### src/hw/rtl/ffsc8_pkg.sv
// Shared types and constants for the frame sync unit with CRC-8 check.
`default_nettype none

package ffsc8_pkg;

   // Byte width of the serial stream and of every frame entry.
   localparam int BYTE_W = 8;

   // Default frame length in bytes, id byte and CRC byte included.
   localparam int FRAME_LEN_DEF = 10;

   // Number of leading frame positions that the decoder looks at.
   localparam int DEC_BYTES = 9;

   // Reset value of the expected device id.
   localparam logic [BYTE_W-1:0] ID_RESET = 8'h01;

   // Reflected CRC-8 polynomial, applied when shifting right.
   localparam logic [BYTE_W-1:0] CRC_POLY = 8'h8C;

   // Last bit position of a byte in the serial CRC.
   localparam logic [2:0] LAST_BIT = 3'd7;

   // Controls of the frame buffer.
   typedef struct packed {
      logic wr_en;
      logic shift;
   } buf_ctl_type;

   // Controls of the bit-serial CRC unit.
   typedef struct packed {
      logic clear;
      logic load;
      logic shift;
   } crc_ctl_type;

endpackage

`default_nettype wire

### src/hw/rtl/ffsc8_frame_buf.sv
// Frame buffer: byte store with indexed write and a one-byte shift toward the front.
`default_nettype none

module ffsc8_frame_buf #(
   parameter int FRAME_LEN = ffsc8_pkg::FRAME_LEN_DEF
) (
   input  wire                                            clock,
   input  ffsc8_pkg::buf_ctl_type                         ctl,
   input  wire  [$clog2(FRAME_LEN)-1:0]                   wr_idx,
   input  wire  [ffsc8_pkg::BYTE_W-1:0]                   wr_data,
   output logic [FRAME_LEN-1:0][ffsc8_pkg::BYTE_W-1:0]    bytes
);

   logic [FRAME_LEN-1:0][ffsc8_pkg::BYTE_W-1:0] store_ff;

   // A shift drops the front byte; a write places a received byte at the fill point.
   always_ff @(posedge clock) begin
      if (ctl.shift) begin
         for (int k = 0; k < FRAME_LEN - 1; k++) begin
            store_ff[k] <= store_ff[k+1];
         end
      end else if (ctl.wr_en) begin
         store_ff[wr_idx] <= wr_data;
      end
   end

   assign bytes = store_ff;

endmodule

`default_nettype wire

### src/hw/rtl/ffsc8_crc_serial.sv
// Bit-serial CRC-8 (reflected polynomial 0x31, zero init) fed one bit per cycle while shift is set.
`default_nettype none

module ffsc8_crc_serial (
   input  wire                               clock,
   input  wire                               reset,
   input  ffsc8_pkg::crc_ctl_type            ctl,
   input  wire  [ffsc8_pkg::BYTE_W-1:0]      data_in,
   output logic [ffsc8_pkg::BYTE_W-1:0]      crc
);

   logic [ffsc8_pkg::BYTE_W-1:0] crc_ff;
   logic [ffsc8_pkg::BYTE_W-1:0] data_sr_ff;
   logic [ffsc8_pkg::BYTE_W-1:0] src_byte;
   logic                         feedback;

   // On a load the first bit comes straight from the new byte.
   assign src_byte = ctl.load ? data_in : data_sr_ff;
   assign feedback = crc_ff[0] ^ src_byte[0];

   // One CRC step per cycle while shift is set, least significant bit first.
   always_ff @(posedge clock) begin
      if (reset || ctl.clear) begin
         crc_ff <= '0;
      end else if (ctl.shift) begin
         crc_ff <= (crc_ff >> 1) ^ (feedback ? ffsc8_pkg::CRC_POLY : '0);
      end
   end

   // Remaining bits of the byte being fed.
   always_ff @(posedge clock) begin
      if (ctl.shift) begin
         data_sr_ff <= src_byte >> 1;
      end
   end

   assign crc = crc_ff;

endmodule

`default_nettype wire

### src/hw/rtl/feedback_frame_sync_crc8_unit.sv
// Top level of the reply frame hunter with bit-serial CRC-8 check and sliding resync.
//
//  Channel  Direction  Handshake               Word
//  req      in         req_valid / req_stall   req_rx_byte, req_flush
//  rsp      out        rsp_valid / rsp_stall   mode, torque, speed, position, fault
//  csr      in         csr_wr_en               csr_wr_data (expected id)
//
// A byte that does not complete a frame is taken while the unit is idle.
// The byte that completes a frame starts the serial CRC over the FRAME_LEN-1 checked
// bytes, bit by bit, and then a compare; on a mismatch the compare drops the front
// byte and resync steps drop bytes until an id byte leads. A finished result waits
// in an output register; the compare waits only while that register is full.
// Reset is synchronous.
`default_nettype none

module feedback_frame_sync_crc8_unit #(
   parameter int FRAME_LEN = ffsc8_pkg::FRAME_LEN_DEF
) (
   input  wire                                 clock,
   input  wire                                 reset,
   input  wire                                 req_valid,
   output logic                                req_stall,
   input  wire  [ffsc8_pkg::BYTE_W-1:0]        req_rx_byte,
   input  wire                                 req_flush,
   output logic                                rsp_valid,
   input  wire                                 rsp_stall,
   output logic [7:0]                          rsp_mode_byte,
   output logic [15:0]                         rsp_torque_current,
   output logic signed [15:0]                  rsp_speed_rpm,
   output logic [15:0]                         rsp_position_value,
   output logic [7:0]                          rsp_fault_status,
   input  wire                                 csr_wr_en,
   input  wire  [ffsc8_pkg::BYTE_W-1:0]        csr_wr_data
);

   localparam int IDX_W = $clog2(FRAME_LEN);
   localparam int CNT_W = $clog2(FRAME_LEN + 1);
   localparam int NDEC  = (FRAME_LEN < ffsc8_pkg::DEC_BYTES) ? FRAME_LEN
                                                             : ffsc8_pkg::DEC_BYTES;

   typedef enum logic [1:0] {
      ST_IDLE,
      ST_CRC,
      ST_CHECK,
      ST_RESYNC
   } state_type;

   state_type                                       state_ff;
   logic [CNT_W-1:0]                                fill_ff;
   logic [IDX_W-1:0]                                byte_idx_ff;
   logic [2:0]                                      bit_cnt_ff;
   logic [ffsc8_pkg::BYTE_W-1:0]                    id_ff;
   logic                                            rsp_valid_ff;
   logic [7:0]                                      mode_ff;
   logic [15:0]                                     torque_ff;
   logic [15:0]                                     speed_ff;
   logic [15:0]                                     position_ff;
   logic [7:0]                                      fault_ff;

   logic [FRAME_LEN-1:0][ffsc8_pkg::BYTE_W-1:0]     bytes;
   logic [ffsc8_pkg::DEC_BYTES-1:0][7:0]            dec;
   logic [ffsc8_pkg::BYTE_W-1:0]                    crc_value;
   ffsc8_pkg::buf_ctl_type                          buf_ctl;
   ffsc8_pkg::crc_ctl_type                          crc_ctl;
   logic                                            accept;
   logic                                            take;
   logic [CNT_W-1:0]                                fill_base;
   logic [CNT_W-1:0]                                fill_inc;
   logic                                            crc_match;
   logic                                            front_is_id;
   logic                                            rsp_free;
   logic                                            rsp_load;

   // Input handshake and the decision whether a byte enters the buffer.
   assign req_stall   = (state_ff != ST_IDLE);
   assign accept      = req_valid && !req_stall;
   assign fill_base   = req_flush ? '0 : fill_ff;
   assign fill_inc    = fill_base + 1'b1;
   assign take        = accept && !((fill_base == '0) && (req_rx_byte != id_ff));
   assign crc_match   = (crc_value == bytes[FRAME_LEN-1]);
   assign front_is_id = (bytes[0] == id_ff);
   assign rsp_free    = !rsp_valid_ff || !rsp_stall;
   assign rsp_load    = (state_ff == ST_CHECK) && crc_match && rsp_free;

   // Buffer controls: write on a kept byte, shift on a failed check or during resync.
   always_comb begin
      buf_ctl.wr_en = take;
      buf_ctl.shift = ((state_ff == ST_CHECK) && !crc_match)
                   || ((state_ff == ST_RESYNC) && (fill_ff != '0) && !front_is_id);
   end

   // CRC controls: fresh start while idle, a new byte at each byte boundary.
   always_comb begin
      crc_ctl.clear = (state_ff == ST_IDLE);
      crc_ctl.load  = (state_ff == ST_CRC) && (bit_cnt_ff == '0);
      crc_ctl.shift = (state_ff == ST_CRC);
   end

   ffsc8_frame_buf #(
      .FRAME_LEN (FRAME_LEN)
   ) u_buf (
      .clock   (clock),
      .ctl     (buf_ctl),
      .wr_idx  (fill_base[IDX_W-1:0]),
      .wr_data (req_rx_byte),
      .bytes   (bytes)
   );

   ffsc8_crc_serial u_crc (
      .clock   (clock),
      .reset   (reset),
      .ctl     (crc_ctl),
      .data_in (bytes[byte_idx_ff]),
      .crc     (crc_value)
   );

   // Decoded positions beyond a short frame read as zero.
   always_comb begin
      dec = '0;
      for (int k = 0; k < NDEC; k++) begin
         dec[k] = bytes[k];
      end
   end

   // Sequencer, expected id register and the result register.
   always_ff @(posedge clock) begin
      if (reset) begin
         state_ff     <= ST_IDLE;
         fill_ff      <= '0;
         byte_idx_ff  <= '0;
         bit_cnt_ff   <= '0;
         id_ff        <= ffsc8_pkg::ID_RESET;
         rsp_valid_ff <= 1'b0;
      end else begin
         if (csr_wr_en) begin
            id_ff <= csr_wr_data;
         end
         if (rsp_load) begin
            rsp_valid_ff <= 1'b1;
         end else if (rsp_valid_ff && !rsp_stall) begin
            rsp_valid_ff <= 1'b0;
         end
         case (state_ff)
            ST_IDLE: begin
               if (take) begin
                  fill_ff <= fill_inc;
                  if (fill_inc == CNT_W'(FRAME_LEN)) begin
                     state_ff    <= ST_CRC;
                     byte_idx_ff <= '0;
                     bit_cnt_ff  <= '0;
                  end
               end else if (accept) begin
                  fill_ff <= fill_base;
               end
            end
            ST_CRC: begin
               bit_cnt_ff <= bit_cnt_ff + 1'b1;
               if (bit_cnt_ff == ffsc8_pkg::LAST_BIT) begin
                  if (byte_idx_ff == IDX_W'(FRAME_LEN - 2)) begin
                     state_ff <= ST_CHECK;
                  end else begin
                     byte_idx_ff <= byte_idx_ff + 1'b1;
                  end
               end
            end
            ST_CHECK: begin
               if (crc_match) begin
                  if (rsp_free) begin
                     mode_ff      <= dec[1];
                     torque_ff    <= {dec[2], dec[3]};
                     speed_ff     <= {dec[4], dec[5]};
                     position_ff  <= {dec[6], dec[7]};
                     fault_ff     <= dec[8];
                     fill_ff      <= '0;
                     state_ff     <= ST_IDLE;
                  end
               end else begin
                  fill_ff  <= CNT_W'(FRAME_LEN - 1);
                  state_ff <= ST_RESYNC;
               end
            end
            ST_RESYNC: begin
               if ((fill_ff == '0) || front_is_id) begin
                  state_ff <= ST_IDLE;
               end else begin
                  fill_ff <= fill_ff - 1'b1;
               end
            end
            default: begin
               state_ff <= ST_IDLE;
            end
         endcase
      end
   end

   assign rsp_valid          = rsp_valid_ff;
   assign rsp_mode_byte      = mode_ff;
   assign rsp_torque_current = torque_ff;
   assign rsp_speed_rpm      = $signed(speed_ff);
   assign rsp_position_value = position_ff;
   assign rsp_fault_status   = fault_ff;

endmodule

`default_nettype wire

### config.mk
export PLATFORM = sky130hd
export DESIGN_NAME = feedback_frame_sync_crc8_unit
export DESIGN_NICKNAME = d
export VERILOG_FILES = /design/src/hw/rtl/ffsc8_pkg.sv /design/src/hw/rtl/ffsc8_frame_buf.sv /design/src/hw/rtl/ffsc8_crc_serial.sv /design/src/hw/rtl/feedback_frame_sync_crc8_unit.sv
export SDC_FILE = /design/constraint.sdc
export NUM_CORES = 1
export LEC_CHECK = 0
export BUFFER_PORTS_ARGS = -buffer_cell sky130_fd_sc_hd__buf_2
export CAP_MARGIN = 20
export CORE_MARGIN = 3
export CORE_UTILIZATION = 50
export DETAILED_ROUTE_END_ITERATION = 8
export GPL_ROUTABILITY_DRIVEN = 0
export PLACE_DENSITY = 0.69
export SLEW_MARGIN = 20
export SYNTH_ARGS = -nofsm -noshare
export SYNTH_HDL_FRONTEND = slang
export SYNTH_SLANG_ARGS = --single-unit
### constraint.sdc
create_clock -name clock -period 11.1 [get_ports clock]
set_input_delay 0 -clock clock [delete_from_list [all_inputs] [get_ports clock]]
set_output_delay 0 -clock clock [all_outputs]
set_load 0.02 [all_outputs]
# --- After elaboration in Yosys (flattened, before gate mapping) ---
# Cells that the tools add are included.
classes:
  addsub: 4
  n_lt_le_gt_ge: 3
  eq_ne: 18
  n_mux: 34
  n_bitwise: 4
  reduce_logical: 37
op_table:
  columns: ["op", "count"]
  rows:
  - ["$mux W72", 2]
  - ["$bwmux W80", 1]
  - ["$mux W4", 10]
  - ["$bmux W8 S4", 1]
  - ["$demux W8 S4", 1]
  - ["$mux W8", 3]
  - ["$eq A8 B8 Y1", 2]
  - ["$mux W2", 7]
  - ["$pmux W4 S3", 1]
  - ["$logic_and A1 B1 Y1", 11]
  - ["$lt A4 B5 Y1 const B", 2]
  - ["$add A4 B1 Y4 const B", 2]
  - ["$eq A4 B4 Y1 const B", 2]
  - ["$logic_not A4 Y1", 2]
  - ["$ne A2 B2 Y1 const B", 4]
  - ["$ne A8 B8 Y1", 1]
  - ["$pmux W2 S4", 1]
  - ["$pmux W4 S2", 1]
  - ["$reduce_and A4 Y1", 2]
  - ["$reduce_bool A2 Y1", 4]
  - ["$xor A7 B8 Y8", 1]
  - ["$mux W7", 1]
  - ["$logic_not A1 Y1", 6]
  - ["$mux W3", 2]
  - ["other kinds (21)", 30]
word_totals:
  ff_bits: 181
  inputBits: 22
  out_inout_bits: 66

# --- Depth between registers and ports, before layout ---
depth:
  word_depth: 8
  mapped_depth: 10
  ltp_nobuf: 8

# --- Modules after synthesis ---
# From an unflattened synthesis, not the netlist that was laid out.
unflattened:
  cells_unflattened: 577
  area_unflattened_um2: 8296.7
modules_own_cells:
  columns: ["module", "n_inst", "cells_each", "area_each_um2", "seq_area_each_um2"]
  rows:
  - ["feedback_frame_sync_crc8_unit", 1, 324, 4164.0, 2362.3]
  - ["ffsc8_frame_buf", 1, 206, 3477.1, 2402.3]
  - ["ffsc8_crc_serial", 1, 47, 655.6, 370.4]

# --- Worst setup path after synthesis ---
# Ideal clock, no wire load.
synth_timing:
  path_type: "reg2reg"
  from: "reg u_buf.store_ff (netlist bit u_buf.bytes[74])"
  to: "reg fault_ff[0] (netlist: rsp_fault_status[0]) (enable)"
  setup_ns: 0.578
  t_arrival_ns: 5.698
  required_time_ns: 10.522
  setup_slack_ns: 4.824
  path_stages_with_launch: 6
  period_less_slack_ns: 6.276
  path_cell_list: "edfxtp_1 > xnor2_1 > nand4_1 > nor2_1 > nand3_1 > nor3b_1"
synth_via:
  elab_chain_cells: 2
synth_lines:
  columns: ["item", "line", "text"]
  rows:
  - ["start, declared", "ffsc8_frame_buf.sv:14", "logic [FRAME_LEN-1:0][ffsc8_pkg::BYTE_W-1:0] store_ff;"]
  - ["start signal, assigned by index", "ffsc8_frame_buf.sv:20", "store_ff[k] <= store_ff[k+1];"]
  - ["start signal, assigned by index", "ffsc8_frame_buf.sv:23", "store_ff[wr_idx] <= wr_data;"]
  - ["$eq A8 B8 Y1", "feedback_frame_sync_crc8_unit.sv:80", "assign crc_match = (crc_value == bytes[FRAME_LEN-1]);"]
  - ["$reduce_and A4 Y1 (no source line)", null, null]
  - ["end signal, assigned", "feedback_frame_sync_crc8_unit.sv:173", "fault_ff <= dec[8];"]
  - ["end, declared", "feedback_frame_sync_crc8_unit.sv:58", "logic [7:0] fault_ff;"]
# Every way passes these cells.
# A chain may end at the register's enable or synchronous reset.

# --- Worst setup path after layout ---
layout_timing:
  from: "reg state_ff[1]"
  to: "reg u_buf.store_ff (netlist bit u_buf.bytes[0]) (enable)"
layout_via:
  elab_chain_cells: 5
  elab_cells_between_ends: 11
  cone_classes: "2 x eq/ne; 9 x reduce/logical"
layout_lines:
  columns: ["item", "line", "text"]
  rows:
  - ["start, declared", "feedback_frame_sync_crc8_unit.sv:48", "state_type state_ff;"]
  - ["start signal, assigned", "feedback_frame_sync_crc8_unit.sv:128", "state_ff <= ST_IDLE;"]
  - ["start signal, assigned", "feedback_frame_sync_crc8_unit.sv:148", "state_ff <= ST_CRC;"]
  - ["start signal, assigned", "feedback_frame_sync_crc8_unit.sv:160", "state_ff <= ST_CHECK;"]
  - ["$eq A2 B2 Y1 or $reduce_bool A2 Y1 (tied branches)", "feedback_frame_sync_crc8_unit.sv:89, feedback_frame_sync_crc8_unit.sv:75", null]
  - ["$logic_and A1 B1 Y1 or $logic_not A1 Y1 (tied branches)", "feedback_frame_sync_crc8_unit.sv:89, feedback_frame_sync_crc8_unit.sv:76", null]
  - ["$logic_and A1 B1 Y1, on equally long branches", "feedback_frame_sync_crc8_unit.sv:89, feedback_frame_sync_crc8_unit.sv:76", null]
  - ["$logic_or A1 B1 Y1 or $logic_and A1 B1 Y1 (tied branches)", "feedback_frame_sync_crc8_unit.sv:89, feedback_frame_sync_crc8_unit.sv:79", null]
  - ["$reduce_bool A2 Y1 (no source line) *", null, null]
# Every way passes the cells marked *; elsewhere a longest branch is shown, timed or not.

==> run_results.csv <==
group,metric,value,unit
outcome,status,"finished, final reports clean",
pwr,power.density,141.8,nW/µm²
synthesis,ys.flop_type,"edfxtp_1",
worst_hold_path,min_path_type,"in2reg",
finish,area_growth_syn_to_layout,14.63,%
synthesis,syn_area,8424,µm²
cts,clock_tree.root_cell,"clkbuf_16",
floorplan,die-area,18440,µm²
drt,wl_per_cell,19.86,µm
synthesis,syn-num-nets,749,
drt,routed-via-count,5880,
drt,wl,20240,µm
synthesis,synth_edf_count,151,
setup_path,critical_path_arrival,3880,ps
global_route,grt_max_degree,100,
synthesis,yosys_warnings,0,
finish,fin_nets,824,
setup_path,critPathMaxFanout,99,
pwr,leakagePower,0.003341,µW
cts,htree_levels,4,
floorplan,initial_core_util,52.09,%
drt,ant_nets,0,
place,dp_hpwl,14320,µm
sta,finClkSkew,7.451,ps
cts,cts_resized,0,
sta,fin_setup_tns,0,ps
setup_path,r2r_cells,6,
cts,clk_pin_slew,70,ps
sta,fin_crit,3770,ps
global_route,track_usage,22.48,%
sta,setup_viol,0,
global_route,grt_pass1_wl,30980,µm
synthesis,synth_sequential_area_ratio,60.95,%
global_route,antenna_found_initial,0,
cts,clock_latency,440,ps
sta,final_max_slew_viol_count,0,
cts,cts.sinks,181,
sta,slew-limit-headroom,40.48,%
global_route,globalRouteOverflowTotal,0,
global_route,grt_pass1_vias,5485,
place,post-place-ws,7412,ps
cts,max-clock-path-buffers,2,
finish,drive_gt1_share,17.81,%
drt,drc,0,
sta,layout_setup_ws,7330,ps
sta,fin_crit_sh,33.96,%
setup_path,startpoint_type,"flop",
cts,cts_tree,"done",
place,port-buffer-count,87,
setup_path,crit_type,"reg2reg",
sta,final-hold-violation-count,0,
sta,rsz0062_at_grt,"no",
floorplan,num_io_pins,88,
floorplan,die_w,135.8,µm
pwr,peakVddDrop,0.1107,mV
drt,via_per_inst,5.770,
synthesis,ys_types,62,
job,cap_violations,0,
synthesis,synth_cells,716,
sta,worstMarginPinSlew,892.8,ps
setup_path,end_kind,"flop",
finish,antenna_cells,0,
sta,max_freq,0.2653,GHz
pwr,finalPower,1369,µW
drt,first_iter_violations,562,
synthesis,synthArstFlopShare,0,%
floorplan,die_h,135.8,µm
synthesis,ys_ff_latch,181,
cts,cts_buffers,17,
floorplan,rows,46,
synthesis,syn_avg_cell_area,11.77,µm²
floorplan,core-area,16170,µm²
cts,postCtsHoldBufs,17,
worst_hold_path,min_delay_path_depth,3,
cts,postCtsSetupBuffers,0,
drt,dr.pass1.iters,5,
setup_path,crit_required,11210,ps
## where the power goes
group / switching (µW) / total (µW) / internal [µW]
Combinational: 32.9 / 54.5 / 21.6
Sequential: 5.28 / 738 / 732
Clock: 248 / 577 / 329
## cell usage after synthesis (3+ instances only)
master    instances  area, µm²
mux4_2           15      337.8
buf_1            11      41.29
a211oi_1          3      22.52
o21a_1            6      45.04
inv_1            14      52.55
or2b_1            3      22.52
ha_1             11      137.6
o21ai_0           3      15.01
dfxtp_1          30      600.6
buf_2            12      60.06
a31o_1            9      78.83
buf_6             4      45.04
clkbuf_1         23      86.33
a21oi_1           8      40.04
nand3_1           7      35.03
xor2_1            9      78.83
edfxtp_1        151       4534
and3_1            5      31.28
and2_1            7      43.79
mux2i_1          28      280.3
nand2_1         157      589.3
nand2b_1          7      43.79
o221ai_1          9      78.83
a22oi_1           6      45.04
nor3_1            3      15.01
nand4_1           6      37.54
o21ai_1          74      370.4
xnor2_1          19      166.4
nor2_1           35      131.4
## worst paths after layout
kind	startpoint	end	slack (ps)
hold / removal	csr_wr_en	id_ff[2]$_SDFFE_PP0P_	0.8
setup reg to reg	state_ff[1]$_SDFFE_PP0P_	u_buf.bytes[0]$_DFFE_PP_	7330
setup / recovery	state_ff[1]$_SDFFE_PP0P_	u_buf.bytes[0]$_DFFE_PP_	7330
hold reg to reg	u_buf.bytes[47]$_DFFE_PP_	rsp_speed_rpm[7]$_DFFE_PP_	500
## logic make-up (layout without fill, tap and decap cells)
kind of cell | Yosys count | in the layout | synth area share [%]
adders and majority gates | 11 | 11 | 1.634
xor gates and xnor gates | 28 | 28 | 2.911
buffers and inverters | 67 | 154 | 3.728
DFF | 181 | 181 | 60.95
muxes | 44 | 44 | 7.471
AOI/OAI and AO/OA | 139 | 139 | 10.46
and+or+nand+nor | 246 | 246 | 12.85
## through the flow
step,instances,util (%),hold slack [ps],area [µm²]
6_report,1019,59.71,0.8231,9657
5_1_grt,1019,59.71,3.867,9657
4_1_cts,1019,59.70,0.09254,9656
3_5_place_dp,971,55.17,235.0,8922
3_3_place_gp,971,55.17,224.2,8922
2_1_floorplan,716,-,98.87,8424
## registers in the layout, summed over array words and instances, names as in the netlist
signal and cells:
rsp_mode_byte 8, bit_cnt_ff 3, rsp_valid 1, rsp_speed_rpm 16, rsp_fault_status 8, fill_ff 4, rsp_position_value 16, id_ff 8
u_buf.bytes 80, u_crc.data_sr_ff 7, rsp_torque_current 16, u_crc.crc 8, state_ff 2, byte_idx_ff 4
## cell usage in the layout, fill, tap and decap left out, types with 3 or more instances in the layout
cell / instances
edfxtp_1: 151
and3_1: 5
nor3_1: 3
a211oi_1: 3
nand4_1: 6
nand2b_1: 7
a22oi_1: 6
buf_4: 5
dlygate4sd3_1: 17
clkbuf_16: 17
and2_1: 7
o21a_1: 6
buf_2: 87
a21oi_1: 8
nor2_1: 35
or2b_1: 3
inv_1: 14
clkinvlp_4: 3
o221ai_1: 9
nand2_1: 157
dfxtp_1: 29
xor2_1: 9
mux2i_1: 28
ha_1: 11
o21ai_0: 3
nand3_1: 7
a31o_1: 9
clkinv_1: 3
mux4_2: 15
xnor2_1: 19
o21ai_1: 74
## worst max-delay path, cell delays in order (launching register included)
cell      delay [ps]
dfxtp_1          870
nand2_1          280
a221oi_2         380
o21bai_4         200
buf_4            440
buf_4            790
a31o_1           390
## layout make-up
cell class	count	area [µm²]
multi-input cells	468	2992
fillers	1302	6516
well taps	216	270.3
clock buffers	18	429.2
flip-flops and latches	181	5136
repair buffers	109	643.1
inverters	14	52.55
clock inverters	13	133.9
## per-layer routing
| layer | vias up | GRT usage [%] | routed length (µm) |
|---|---|---|---|
| met5 | - | 0 | 0 |
| met4 | 0 | 10.41 | 772 |
| met3 | 50 | 3.826 | 1678 |
| met2 | 312 | 35.34 | 9597 |
| met1 | 2783 | 30.75 | 8190 |
| li1 | 2735 | - | - |
No activity file was read; power rests on OpenSTA's default activity.
